--- src/rtl/sgcf_ram.sv ---
// Generic single-write, single-read RAM with registered read data.
module sgcf_ram #(
    parameter int WIDTH = 8,
    parameter int DEPTH = 256
) (
    input  logic                     aclk,
    input  logic                     wr_en,
    input  logic [$clog2(DEPTH)-1:0] wr_addr,
    input  logic [WIDTH-1:0]         wr_data,
    input  logic                     rd_en,
    input  logic [$clog2(DEPTH)-1:0] rd_addr,
    output logic [WIDTH-1:0]         rd_data
);

    logic [WIDTH-1:0] mem [DEPTH];

    // Write port
    always_ff @(posedge aclk) begin
        if (wr_en) begin
            mem[wr_addr] <= wr_data;
        end
    end

    // Read port, data held while not enabled
    always_ff @(posedge aclk) begin
        if (rd_en) begin
            rd_data <= mem[rd_addr];
        end
    end

endmodule

--- config.mk ---
export PLATFORM = sky130hd
export DESIGN_NAME = sgcf_ram
export DESIGN_NICKNAME = d
export VERILOG_FILES = /design/src/rtl/sgcf_ram.sv
export SDC_FILE = /design/constraint.sdc
export NUM_CORES = 2
export LEC_CHECK = 0
export BUFFER_PORTS_ARGS = -buffer_cell sky130_fd_sc_hd__buf_4
export CORE_MARGIN = 2
export CORE_UTILIZATION = 40
export DETAILED_ROUTE_END_ITERATION = 10
export GPL_TIMING_DRIVEN = 0
export PLACE_DENSITY = 0.5
export SYNTH_ARGS = -nofsm -noshare
export SYNTH_HDL_FRONTEND = slang
export SYNTH_SLANG_ARGS = --single-unit
--- constraint.sdc ---
create_clock -name aclk -period 4.1 [get_ports aclk]
set_input_delay 0.615 -clock aclk [delete_from_list [all_inputs] [get_ports aclk]]
set_output_delay 0.615 -clock aclk [all_outputs]
set_load 0.02 [all_outputs]
==> reports/qor.csv <==
metric,value,unit
FP Rows,163,
placed wire-length estimate,176,mm
Initial DRC Count,5835,
fill count,16674,
sequential cell area fraction in the yosys report,77.5,%
Port Buffers,27,
Final setup viols,7,
initial core utilization,40.3,%
Ports,35,
unrepaired setup endpoints after global routing,no,
max incr delay on CP,1.08,ns
simple logic cell fraction of the synthesized area,2.63,%
Post-Syn Instances,3733,
Layout Nets,4026,
core area,198000,um^2
crit-path most repeated cell,buf_2,
measured slew at the worst slew-check pin,1.50,ns
vias post-DR,41178,
largest net degree at the start of global routing,146,
largest family of logic cells by synthesized area,multiplexers,
H-tree Lvls,4,
FMAX,231,MHz
Pwr per Cell Area,491,nW/um^2
WP data required,4.63,ns
Placed Cells,6422,
element type at the critical path end,register,
crit path DAT,4.86,ns
DIE WIDTH,450,um
final core utilization,45.8,%
Max Cap Viol,2,
routed len/inst,38.6,um
syn_nets,3760,
post-route ant nets,0,
most common cell in the netlist,edfxtp_1,
setup ws final,-0.233,ns
CP Cell Sequence,"buf_2, buf_4, buf_2, clkdlybuf4s15_2, mux4_2, a22oi_1, a21oi_1, nor4_1, nor4_4",
synth top area cells,"edfxtp_1, mux4_2, mux2i_1",
TritonCTS clock tree,done,
Clock Pin Slew Worst Setup and Hold Paths,0.06,ns
Post-synth EDFFs,2056,
Total Routing Usage GR,25.7,%
RR Startpoint,mem[83][5]$_DFFE_PP_,
HP Class,in -> reg,
Peak VDD IR,338,uV
max-slew violations,10,
post-synthesis mux area share,14.6,%
crit share post-route,106,%
worst hold start,wr_data[1],
"area leader, netlist",edfxtp_1,
gpl congestion,0.899,
minimum clock period,4.33,ns
DRC viols,0,
xor/xnor share of the synthesized area,0,%
Ys Warns,0,
worst setup path class,in -> reg,
"Hold Vio Cnt, Final",0,
Mean Syn Cell Area,21.3,um^2
CTS Buffer Depth,3,
clock sink total,2056,
Mapped Area,79600,um^2
crit path from,rd_addr[1],
Post-Place Worst Slack,-1.75,ns
Slew headroom,-0.658,%
Inserted Clock Buffers,213,
count of non-filler cells in the finished layout,6815,
top cells by instance count after synthesis,"edfxtp_1, mux4_2, nor2_1",
first-pass GRT wire length,353,mm
P&R area growth vs syn,13.6,%
#FFs+latches synth,2056,
asr flop ratio synth,0,%
failing checks,"max-capacitance violations, max-slew violations, negative setup slack",
die area,203000,um^2
Worst Skew,0.0352,ns
initial antenna violation count,23,
layout cells sized above 1,22.7,%
outcome,"complete, but fails checks",
drt total wl,263,mm
Die Y,450,um
compound-gate portion of the synthesized area,3.42,%
root buffer cell,clkbuf_16,
number of global-route vias before repair,40079,
grt total ovfl,0,
Detailed Routing Iterations Pass 1,6,
Vias/cell,6.04,
commonest register cell after synthesis,edfxtp_1,
Crit Path Max Fanout,11,
post-synthesis adder-cell area fraction,0,%
Leak,0.0277,uW
crit start category,input pin,
slowest cell on the critical path,nor4_1,
Clock Latency Late Sink,0.85,ns
area share of the largest cell type after synthesis,77.5,%
Synth cell types,54,
[per-layer routing]
metal | up-vias | share of wire [%] | GRT usage, % | wire, um
li1 | 16282 | - | - | -
met1 | 22457 | 42 | 36.4 | 110000
met2 | 2010 | 46 | 39.4 | 120000
met3 | 415 | 8.7 | 5.91 | 22800
met4 | 14 | 4.0 | 8.81 | 10500
met5 | - | 0.033 | 0 | 88
[state kept, by name, indices dropped and copies added, names as in the netlist]
| signal | cells |
|---|---|
| rd_data | 8 |
| mem | 2048 |
[worst max-delay path: cells and delay by family]
family | cells | cell delay [ns]
compound gates | 2 | 0.87
simple gates | 2 | 1.25
mux | 1 | 0.43
buf+inv | 4 | 1.65
[worst paths after layout]
kind	to	slack, ns	cells past startpoint
max reg2reg	rd_data[5]$_DFFE_PP_	0.63	6
max	rd_data[7]$_DFFE_PP_	-0.23	9
min reg2reg	rd_data[6]$_DFFE_PP_	1.27	6
min	mem[231][1]$_DFFE_PP_	0.09	1
[timing repair]
action                                 CTS  global route
hold buffers                             1             0
setup endpoints to repair                8             1
resized for setup                       29             2
setup buffers                            0             0
endpoints found under the hold margin    5             0
[through the flow]
stage / setup TNS (ns) / hold slack (ns) / total power [uW] / area [um^2]
after floorplan: 0 / 0.714 / 24800 / 79600
after global placement: -163.29 / 1.00 / 26200 / 83100
after detailed placement: -11.74 / 0.855 / 26200 / 83700
after CTS: 0 / 0.0423 / 44600 / 90400
after global routing: 0 / 0.0747 / 45500 / 90400
final: -0.697 / 0.0909 / 44400 / 90400
[placed cells by master (no fill, tap or decap), types with 5 or more instances in the layout]
cell       count
nor2_1       282
buf_4         49
buf_8         21
clkbuf_1     120
buf_1         15
o21ai_0       10
buf_16        13
a21oi_1       96
diode_2        6
buf_12        12
bufinv_16     14
nor2b_1       31
buf_2         36
clkinv_8       5
clkinv_2      31
a22o_1         8
nor4_2        13
mux2i_1      134
nand3_1       34
edfxtp_1    2056
clkbuf_16    216
buf_6         23
o22ai_1       28
nor4_1        12
inv_6          5
clkinv_1      67
nand2b_1       8
and2_1         6
o221ai_1      46
o211ai_1      10
mux4_2       454
nand2_1       33
clkbuf_2      34
a211oi_1      16
a22oi_1      133
nor3_1        21
nand4_1       10
o22a_1         5
a221oi_1      11
[layout make-up]
| cell class | instances | area (um^2) | area share [%] |
|---|---|---|---|
| clock buffers | 259 | 5570 | 6.15 |
| plain buffers | 233 | 1510 | 1.67 |
| inverters | 2 | 7.51 | 0.00830 |
| multi-input cells | 1442 | 16600 | 18.3 |
| diodes | 6 | 15.0 | 0.0166 |
| flip-flops and latches | 2056 | 61700 | 68.3 |
| repair buffers | 51 | 763 | 0.844 |
| well taps | 2640 | 3300 | 3.65 |
| clock inverters | 126 | 988 | 1.09 |
[power by group]
group	internal, uW	switching [uW]	leakage (uW)
sequential	23200	19.2	0.0185
clock	10500	8160	0.00320
combinational	772	1840	0.00602
total	34400	10000	0.0277
[cells by family after synthesis]
group	after synthesis
AOI/OAI and AO/OA	385
buffers and inverters	235
and+or+nand+nor	466
DFF	2056
muxes	591
No activity file was read; power rests on OpenSTA's default activity.
